==> config.mk <==
export PLATFORM = sky130hd
export DESIGN_NAME = lps_ctrl
export DESIGN_NICKNAME = d
export VERILOG_FILES = /design/src/rtl/lps_pkg.sv /design/src/rtl/lps_ctrl.sv
export SDC_FILE = /design/constraint.sdc
export NUM_CORES = 1
export LEC_CHECK = 0
export BUFFER_PORTS_ARGS = -buffer_cell sky130_fd_sc_hd__buf_2
export CAP_MARGIN = 10
export CORE_MARGIN = 2
export CORE_UTILIZATION = 50
export CTS_CLUSTER_DIAMETER = 150
export DETAILED_ROUTE_END_ITERATION = 8
export PLACE_DENSITY = 0.81
export SLEW_MARGIN = 10
export SYNTH_ARGS = -nofsm -noshare
export SYNTH_HDL_FRONTEND = slang
export SYNTH_SLANG_ARGS = --single-unit
==> constraint.sdc <==
create_clock -name clk -period 3.1 [get_ports clk]
set_input_delay 0.31 -clock clk [delete_from_list [all_inputs] [get_ports clk]]
set_output_delay 0.31 -clock clk [all_outputs]
set_load 0.01 [all_outputs]
==> src/rtl/lps_pkg.sv <==
`timescale 1ns / 1ps

package lps_pkg;

  // Sieve capacity.
  localparam int MAX_LIMIT  = 65535;
  localparam int MAX_PRIMES = 8192;

  // Field widths of the stream items.
  localparam int LIMIT_W = 16;
  localparam int INDEX_W = 13;
  localparam int VALUE_W = 16;
  localparam int COUNT_W = 14;

  localparam int IN_DATA_W  = ((LIMIT_W + INDEX_W + 7) / 8) * 8;
  localparam int OUT_DATA_W = ((VALUE_W + COUNT_W + 7) / 8) * 8;

  // Internal widths derived from the capacity.
  localparam int MAP_DEPTH = MAX_LIMIT + 1;
  localparam int MAP_AW    = $clog2(MAP_DEPTH);
  localparam int PIDX_W    = (MAX_PRIMES > 1) ? $clog2(MAX_PRIMES) : 1;
  localparam int TOT_W     = $clog2(MAX_PRIMES + 1);
  localparam int PROD_W    = 2 * MAP_AW;

  // Command codes carried in the input tuser.
  localparam logic CMD_RUN  = 1'b0;
  localparam logic CMD_READ = 1'b1;

  typedef struct packed {
    logic start_run;
    logic start_read;
    logic map_rd;
    logic map_chk;
    logic pl_rd;
    logic mul;
    logic mark;
    logic next_i;
    logic clr_wr;
    logic load_run_res;
    logic load_read_res;
  } lps_cmd_t;

  typedef struct packed {
    logic lim_small;
    logic i_last;
    logic is_prime;
    logic list_full;
    logic prod_over;
    logic j_is_lpf;
    logic out_free;
  } lps_stat_t;

endpackage

==> src/rtl/lps_ctrl.sv <==
`timescale 1ns / 1ps

module lps_ctrl (
  input  logic              clk,
  input  logic              rst,
  input  logic              in_valid,
  input  logic              in_cmd,
  output logic              in_ready,
  output lps_pkg::lps_cmd_t cmd,
  input  lps_pkg::lps_stat_t stat
);
  import lps_pkg::*;

  typedef enum logic [10:0] {
    ST_INIT      = 11'b000_0000_0001,
    ST_IDLE      = 11'b000_0000_0010,
    ST_START     = 11'b000_0000_0100,
    ST_RD        = 11'b000_0000_1000,
    ST_CHK       = 11'b000_0001_0000,
    ST_PRD       = 11'b000_0010_0000,
    ST_MUL       = 11'b000_0100_0000,
    ST_MARK      = 11'b000_1000_0000,
    ST_SWEEP     = 11'b001_0000_0000,
    ST_DONE_RUN  = 11'b010_0000_0000,
    ST_DONE_READ = 11'b100_0000_0000
  } state_t;

  state_t state;
  state_t state_next;

  always_ff @(posedge clk) begin
    if (rst) begin
      state <= ST_INIT;
    end else begin
      state <= state_next;
    end
  end

  always_comb begin
    state_next = state;
    cmd        = '0;
    in_ready   = 1'b0;
    unique case (state)
      ST_INIT: begin
        cmd.clr_wr = 1'b1;
        if (stat.i_last) begin
          state_next = ST_IDLE;
        end
      end
      ST_IDLE: begin
        in_ready = 1'b1;
        if (in_valid) begin
          if (in_cmd == CMD_RUN) begin
            cmd.start_run = 1'b1;
            state_next    = ST_START;
          end else begin
            cmd.start_read = 1'b1;
            state_next     = ST_DONE_READ;
          end
        end
      end
      ST_START: begin
        state_next = stat.lim_small ? ST_DONE_RUN : ST_RD;
      end
      ST_RD: begin
        cmd.map_rd = 1'b1;
        state_next = ST_CHK;
      end
      ST_CHK: begin
        // A new prime with no room left ends the run; the rest of the map
        // still has to be swept clean.
        if (stat.is_prime && stat.list_full) begin
          state_next = ST_SWEEP;
        end else begin
          cmd.map_chk = 1'b1;
          state_next  = ST_PRD;
        end
      end
      ST_PRD: begin
        cmd.pl_rd  = 1'b1;
        state_next = ST_MUL;
      end
      ST_MUL: begin
        cmd.mul    = 1'b1;
        state_next = ST_MARK;
      end
      ST_MARK: begin
        cmd.mark = !stat.prod_over;
        if (stat.prod_over || stat.j_is_lpf) begin
          if (stat.i_last) begin
            state_next = ST_DONE_RUN;
          end else begin
            cmd.next_i = 1'b1;
            state_next = ST_RD;
          end
        end else begin
          state_next = ST_PRD;
        end
      end
      ST_SWEEP: begin
        cmd.clr_wr = 1'b1;
        if (stat.i_last) begin
          state_next = ST_DONE_RUN;
        end
      end
      ST_DONE_RUN: begin
        if (stat.out_free) begin
          cmd.load_run_res = 1'b1;
          state_next       = ST_IDLE;
        end
      end
      ST_DONE_READ: begin
        if (stat.out_free) begin
          cmd.load_read_res = 1'b1;
          state_next        = ST_IDLE;
        end
      end
      default: begin
        state_next = ST_INIT;
      end
    endcase
  end

endmodule

==> results of run 1 <==
Yosys cell counts, types with 2 or more instances:
| cell | count |
|---|---|
| inv_1 | 3 |
| nor4_1 | 8 |
| nor2b_1 | 4 |
| nor3b_1 | 2 |
| or2_2 | 2 |
| o21ai_0 | 6 |
| nand2_1 | 3 |
| or3_1 | 5 |
| dfxtp_1 | 11 |
| nor3_1 | 9 |
| or4_1 | 3 |
| nand3_1 | 3 |
| and4b_1 | 2 |
| nor2_1 | 8 |
| a21oi_1 | 3 |
| clkbuf_1 | 3 |
| buf_2 | 3 |
| xnor2_1 | 4 |
critical path: cells and delay by family (launching register included):
family	cells	cell delay, ns
and+or+nand+nor	2	1.00
DFF	1	0.42
AOI/OAI and AO/OA	1	0.34
buffers and inverters	1	0.19
area by class of cell:
| class | instances | area (um^2) |
|---|---|---|
| fillers | 130 | 577 |
| multi-input cells | 81 | 524 |
| flip-flops and latches | 11 | 220 |
| repair buffers | 22 | 110 |
| clock buffers | 4 | 26.3 |
| well taps | 16 | 20.0 |
| inverters | 3 | 11.3 |
metal layers:
layer / vias to the layer above / GRT usage / part of all wire
met4: 0 / 0.0727 / 0.0075
met3: 2 / 0.0417 / 0.076
met1: 389 / 0.307 / 0.44
li1: 423 / - / -
met5: - / 0 / 0
met2: 51 / 0.365 / 0.47
per-stage QoR:
stage	cells	hold slack, ns	cell area, um^2
2_1_floorplan	102	0.379	793
3_3_place_gp	133	0.512	886
3_5_place_dp	133	0.518	886
4_1_cts	137	0.238	912
5_1_grt	137	0.243	912
6_report	137	0.235	912
logic make-up after synthesis:
family                 count (synthesis)  share of synthesized area
AO/OA/AOI/OAI                         19                      0.174
XOR/XNOR                               5                     0.0552
buffers and inverters                 10                     0.0615
flip-flops                            11                      0.278
multiplexers                           1                     0.0126
AND/OR/NAND/NOR                       56                      0.420
power by group through the flow:
stage                     Combinational (mW)  Sequential (mW)  Clock (mW)
after floorplan                        0.118            0.154           0
after global placement                 0.129            0.172           0
after detailed placement               0.130            0.173           0
after CTS                              0.132            0.169       0.101
after global routing                   0.146            0.172       0.107
final                                  0.133            0.170       0.103
cell usage in the layout, fill, tap and decap left out, types with 2 or more instances in the layout:
cell type	count
a21oi_1	3
and4b_1	2
buf_2	22
clkbuf_4	3
dfxtp_1	11
inv_1	3
nand2_1	3
nand3_1	3
nor2_1	8
nor2b_1	4
nor3_1	9
nor3b_1	2
nor4_1	8
o21ai_0	6
or2_2	2
or3_1	5
or4_1	3
xnor2_1	4
path summary, 6_finish.rpt:
kind / cells after the start / endpoint / slack [ns] / from
max: 4 / cmd[7] / 0.57 / state[8]
min: 2 / state[2] / 0.23 / in_cmd
max reg2reg: 5 / state[0] / 0.90 / state[8]
min reg2reg: 2 / state[8] / 0.66 / state[8]
==> summary.md, run 1 <==
| Metric | Value |
|---|---|
| Synth Register Bits | `11` |
| Crit-path cells | `or4_1, nor3_1, a21boi_0, buf_2` |
| Post-DR vias/cell | `around 6.3` |
| Final Hold Fails | `0` |
| Routed WL per cell | `14.6 um` |
| Largest registers | `state: 11 flops` |
| Synthesized net count | `approximately 110` |
| Antenna Cells | `0` |
| WP data required | `approximately 2.8 ns` |
| CP endpoint kind | `primary output` |
| Max FFs per register | `11` |
| Area share of the largest cell type after synthesis | `0.278` |
| RePlAce Congestion | `approximately 0.83` |
| Combinational power share | `0.327` |
| Final setup margin | `around 0.57 ns` |
| Synthesized area per cell | `about 7.8 um^2` |
| Largest net degree at the start of global routing | `13` |
| Post-place setup slack | `0.910 ns` |
| FFs w/ async S/R, synth | `0` |
| Starting density of the core | `0.533` |
| PwrDens | `~450 nW/um^2` |
| CTS resizes | `0` |
| Ports | `23` |
| Worst setup SP type | `flip-flop` |
| CTS Buf Count | `3` |
| # DRC | `0` |
| Post-synth EDFFs | `0` |
| Cells after Synth | `102` |
| Seq pwr share | `0.419` |
| Post-DP HPWL | `between 1000 and 1500 um` |
| Post-layout minimum cycle time | `around 2.5 ns` |
| First-pass GRT wire length | `approximately 3300 um` |
| Die area | `about 1900 um^2` |
| CP arrival | `about 2.2 ns` |
| CTS tree | `yes` |
| Layout Utilization | `0.613` |
| HP Class | `input port to flip-flop` |
| P_int | `0.260 mW` |
| Initial antenna violation count | `0` |
| Slowest stage delay, CP | `roughly 0.65 ns` |
| Slew Limit Fails | `0` |
| Highest clock rate | `approximately 400 MHz` |
| Vias in the first global route | `~770` |
| DRT Pass-1 Iters | `4` |
| Final TNS setup | `0 ns` |
| Worst-Margin Slew | `about 0.58 ns` |
| Max-slew headroom | `0.607` |
| Clock Skew | `between 0.01 and 0.015 ns` |
| Buffers on Ports | `22` |
| Final period utilization | `0.816` |
| Total number of vias | `a little under 900` |
| Switching Power | `approximately 0.15 mW` |
| Core footprint | `around 1500 um^2` |
| Clk pwr share | `0.254` |
| Synth unique cells | `38` |
| Register bank with the most flops | `state` |
| Kind of critical path | `flip-flop to primary output` |
| # clock sinks | `11` |
| Htree depth | `1` |
| Clock latency on the worst-skew pair | `0.28 ns` |
| Gr usage total | `0.227` |
| Hold_buf cts | `0` |
| Sw frac | `0.359` |
| ANT nets after route | `0` |
| Setup-failing EPs final | `0` |
| Seq/Total Area, Yosys | `0.278` |
| Maxcap violations | `0` |
| GR Overflow Total | `0` |
| Synthesized cell area | `roughly 790 um^2` |
| Root buffer cell | `clkbuf_4` |
| Clock tree buffer depth | `2` |
| Number of setup buffers added after CTS | `0` |
| Ys Warns | `0` |
| Tot Pwr | `0.406 mW` |
| Max VDD drop | `0.000325 V` |
| Crit Path Max Fanout | `10` |
| Share of layout cells above drive strength 1 | `0.264` |
| Die Y | `about 44 um` |
| Synth Flop Type | `dfxtp_1` |
| Nets@finish | `133` |
| Chip width | `between 40 and 50 um` |
| DRT iter0 DRCs | `37` |
| RSZ-0062 raised after global routing | `false` |
| Critical Path Slowest Stage Cell | `or4_1` |
| Layout area overhead | `15.0%` |
| FP Rows | `14` |
| Clock Pin Slew Worst Setup and Hold Paths | `roughly 0.060 ns` |
| Leading area contributor after synthesis | `dfxtp_1` |
| Leak pwr | `about 0.39 nW` |
| Area contributors post-synth | `dfxtp_1 (28%), nor4_1 (6.3%), nor3_1 (5.7%)` |
| Status | `completed` |
| Total Wirelength | `2000 um` |
Note: power is estimated with default switching activity, not from simulation.
==> inputs of run 2 (changes only) <==
clock period = 2.55 ns   (was 3.1 ns; I/O delays follow)
==> run 2 against run 1 <==
Net effect: sequential share of layout area unchanged; wire length shrank 0.35%; cell area unchanged; non-clock buffer count unchanged; clock skew down 0.0047 ns; die area stayed put; clock power is 17% higher; via count is 1.4% lower; critical path depth rose by 2; register-to-register slack got worse by 0.57 ns; critical path type unchanged; largest power group unchanged; highest routed layer unchanged.
==> summary.md, run 2 (same netlist as run 1, synthesis figures left out) <==
| Metric | Value |
|---|---|
| Cells after DPL | `133` |
| RSZ-0062 raised after global routing | `false` |
| Root buffer cell | `clkbuf_4` |
| ANT nets after route | `0` |
| Crit Path Max Fanout | `7` |
| Total Wirelength | `~2000 um` |
| Post-DR vias/cell | `6.23` |
| Share of layout cells above drive strength 1 | `0.264` |
| Worst reg2reg endpoint | `state[0]` |
| Slowest stage delay, CP | `0.61 ns` |
| Htree depth | `1` |
| HP Class | `input port to flip-flop` |
| Starting density of the core | `0.533` |
| Hold_buf cts | `0` |
| Fill cells | `134` |
| Gr usage total | `0.228` |
| HP Start | `in_cmd` |
| Post-layout minimum cycle time | `around 2.4 ns` |
| Slew Limit Fails | `0` |
| Nets@finish | `roughly 130` |
| R2R setup slack | `between 0.3 and 0.4 ns` |
| Status | `completed` |
| DRT iter0 DRCs | `38` |
| Post-DP HPWL | `between 1000 and 1500 um` |
| Max-slew headroom | `0.597` |
| Core footprint | `around 1500 um^2` |
| # DRC | `0` |
| Total number of vias | `853` |
| RePlAce Congestion | `approximately 0.83` |
| Leak pwr | `just under 0.4 nW` |
| CTS tree | `yes` |
| Max FFs per register | `11` |
| Clock Skew | `about 0.008 ns` |
| Reg2reg path depth | `5` |
| Max VDD drop | `between 0.0003 and 0.0004 V` |
| Final Hold Fails | `0` |
| # clock sinks | `11` |
| Die area | `1920 um^2` |
| Chip width | `around 44 um` |
| Worst min-delay path endpoint | `state[2]` |
| Final period utilization | `0.937` |
| Critical Path Slowest Stage Cell | `or4_1` |
| Number of setup buffers added after CTS | `0` |
| Largest net degree at the start of global routing | `13` |
| Clock tree buffer depth | `2` |
| Reg2Reg Launch Point | `state[8]` |
| GR Overflow Total | `0` |
| Clock Pin Slew Worst Setup and Hold Paths | `roughly 0.070 ns` |
| Maxcap violations | `0` |
| Final setup margin | `about 0.16 ns` |
| Buffers on Ports | `22` |
| DRT Pass-1 Iters | `4` |
| Initial antenna violation count | `0` |
| Die Y | `roughly 44 um` |
| Layout Cells excl Fill | `around 140` |
| P_int | `0.316 mW` |
| Worst setup SP type | `flip-flop` |
| Post-place setup slack | `between 0.3 and 0.4 ns` |
| CP endpoint kind | `primary output` |
| PwrDens | `roughly 540 nW/um^2` |
| Sw frac | `0.356` |
| Kind of critical path | `flip-flop to primary output` |
| Ports | `23` |
| Switching Power | `0.175 mW` |
| Clock latency on the worst-skew pair | `between 0.2 and 0.3 ns` |
| Register bank with the most flops | `state` |
| Clk pwr share | `0.244` |
| Most common cell after layout, fill and taps aside | `buf_2` |
| Vias in the first global route | `746` |
| Combinational power share | `0.334` |
| Routed WL per cell | `around 15 um` |
| CP arrival | `between 2 and 2.5 ns` |
| Final TNS setup | `0 ns` |
| Layout area overhead | `15.0%` |
| Setup-failing EPs final | `0` |
| CTS Buf Count | `3` |
| Crit-path cells | `or4_1, nor3_1, and3_1, nand3_1, inv_1, buf_2` |
| Largest registers | `state: 11 flops` |
| Antenna Cells | `0` |
| Minimum hold slack | `approximately 0.18 ns` |
| First-pass GRT wire length | `~3200 um` |
| FP Rows | `14` |
| Worst hold path cell count | `2` |
| Worst-Margin Slew | `0.599 ns` |
| Highest clock rate | `419 MHz` |
| WP data required | `2.30 ns` |
| Seq pwr share | `0.422` |
| Most frequent cells in the layout | `buf_2 (22), dfxtp_1 (11), nor3_1 (9), nor2_1 (8), nor4_1 (8)` |
run 2: cell counts in the layout (fill, tap and decap cells not counted):
No cell type changed its count.
run 2: critical path, delay by kind of cell, from the launching register on:
kind                   cells  cell delay [ns]
DFF                        1             0.37
and+or+nand+nor            4             1.30
buffers and inverters      2             0.19
run 2: how the worst max path moves through the flow:
stage	depth (start not counted)	end	slack, ns	start
2_1_floorplan	7	state[0]	0.46	state[8]
3_3_place_gp	5	state[0]	0.42	state[8]
3_5_place_dp	5	state[0]	0.38	state[10]
4_1_cts	4	cmd[7]	0.12	state[8]
5_1_grt	6	cmd[9]	0.03	state[4]
6_report	6	cmd[9]	0.16	state[4]
run 2: routing by layer:
layer / routed length [um] / up-vias / part of all wire / global-route usage
met5: 0 / - / 0 / 0
met4: 38 / 0 / 0.019 / 0.127
met3: 167 / 5 / 0.084 / 0.0375
met2: 909 / 45 / 0.46 / 0.338
met1: 878 / 381 / 0.44 / 0.312
li1: - / 422 / - / -
run 2: cell type report:
class	count	area, um^2	area share
Timing Repair Buffer	22	110	0.121
Clock buffer	4	26.3	0.0288
Sequential cell	11	220	0.241
Tap cell	16	20.0	0.0219
Inverter	3	11.3	0.0123
Multi-Input combinational cell	81	524	0.575
run 2: what timing repair did:
action,4_1_cts,5_1_grt
setup endpoints to repair,0,1
endpoints found under the hold margin,0,0
gates resized for setup,0,1
run 2: through the flow:
stage / util / instance area, um^2 / total power, mW
6_report: 0.613 / 912 / 0.491
5_1_grt: 0.613 / 912 / 0.517
4_1_cts: 0.613 / 912 / 0.491
3_5_place_dp: 0.595 / 886 / 0.371
3_3_place_gp: 0.595 / 886 / 0.365
2_1_floorplan: - / 793 / 0.330
run 2: power groups by stage:
stage / clock network [mW] / registers (mW) / logic [mW]
2_1_floorplan: 0 / 0.187 / 0.143
3_3_place_gp: 0 / 0.209 / 0.156
3_5_place_dp: 0 / 0.210 / 0.160
4_1_cts: 0.122 / 0.206 / 0.163
5_1_grt: 0.130 / 0.210 / 0.177
6_report: 0.120 / 0.207 / 0.164
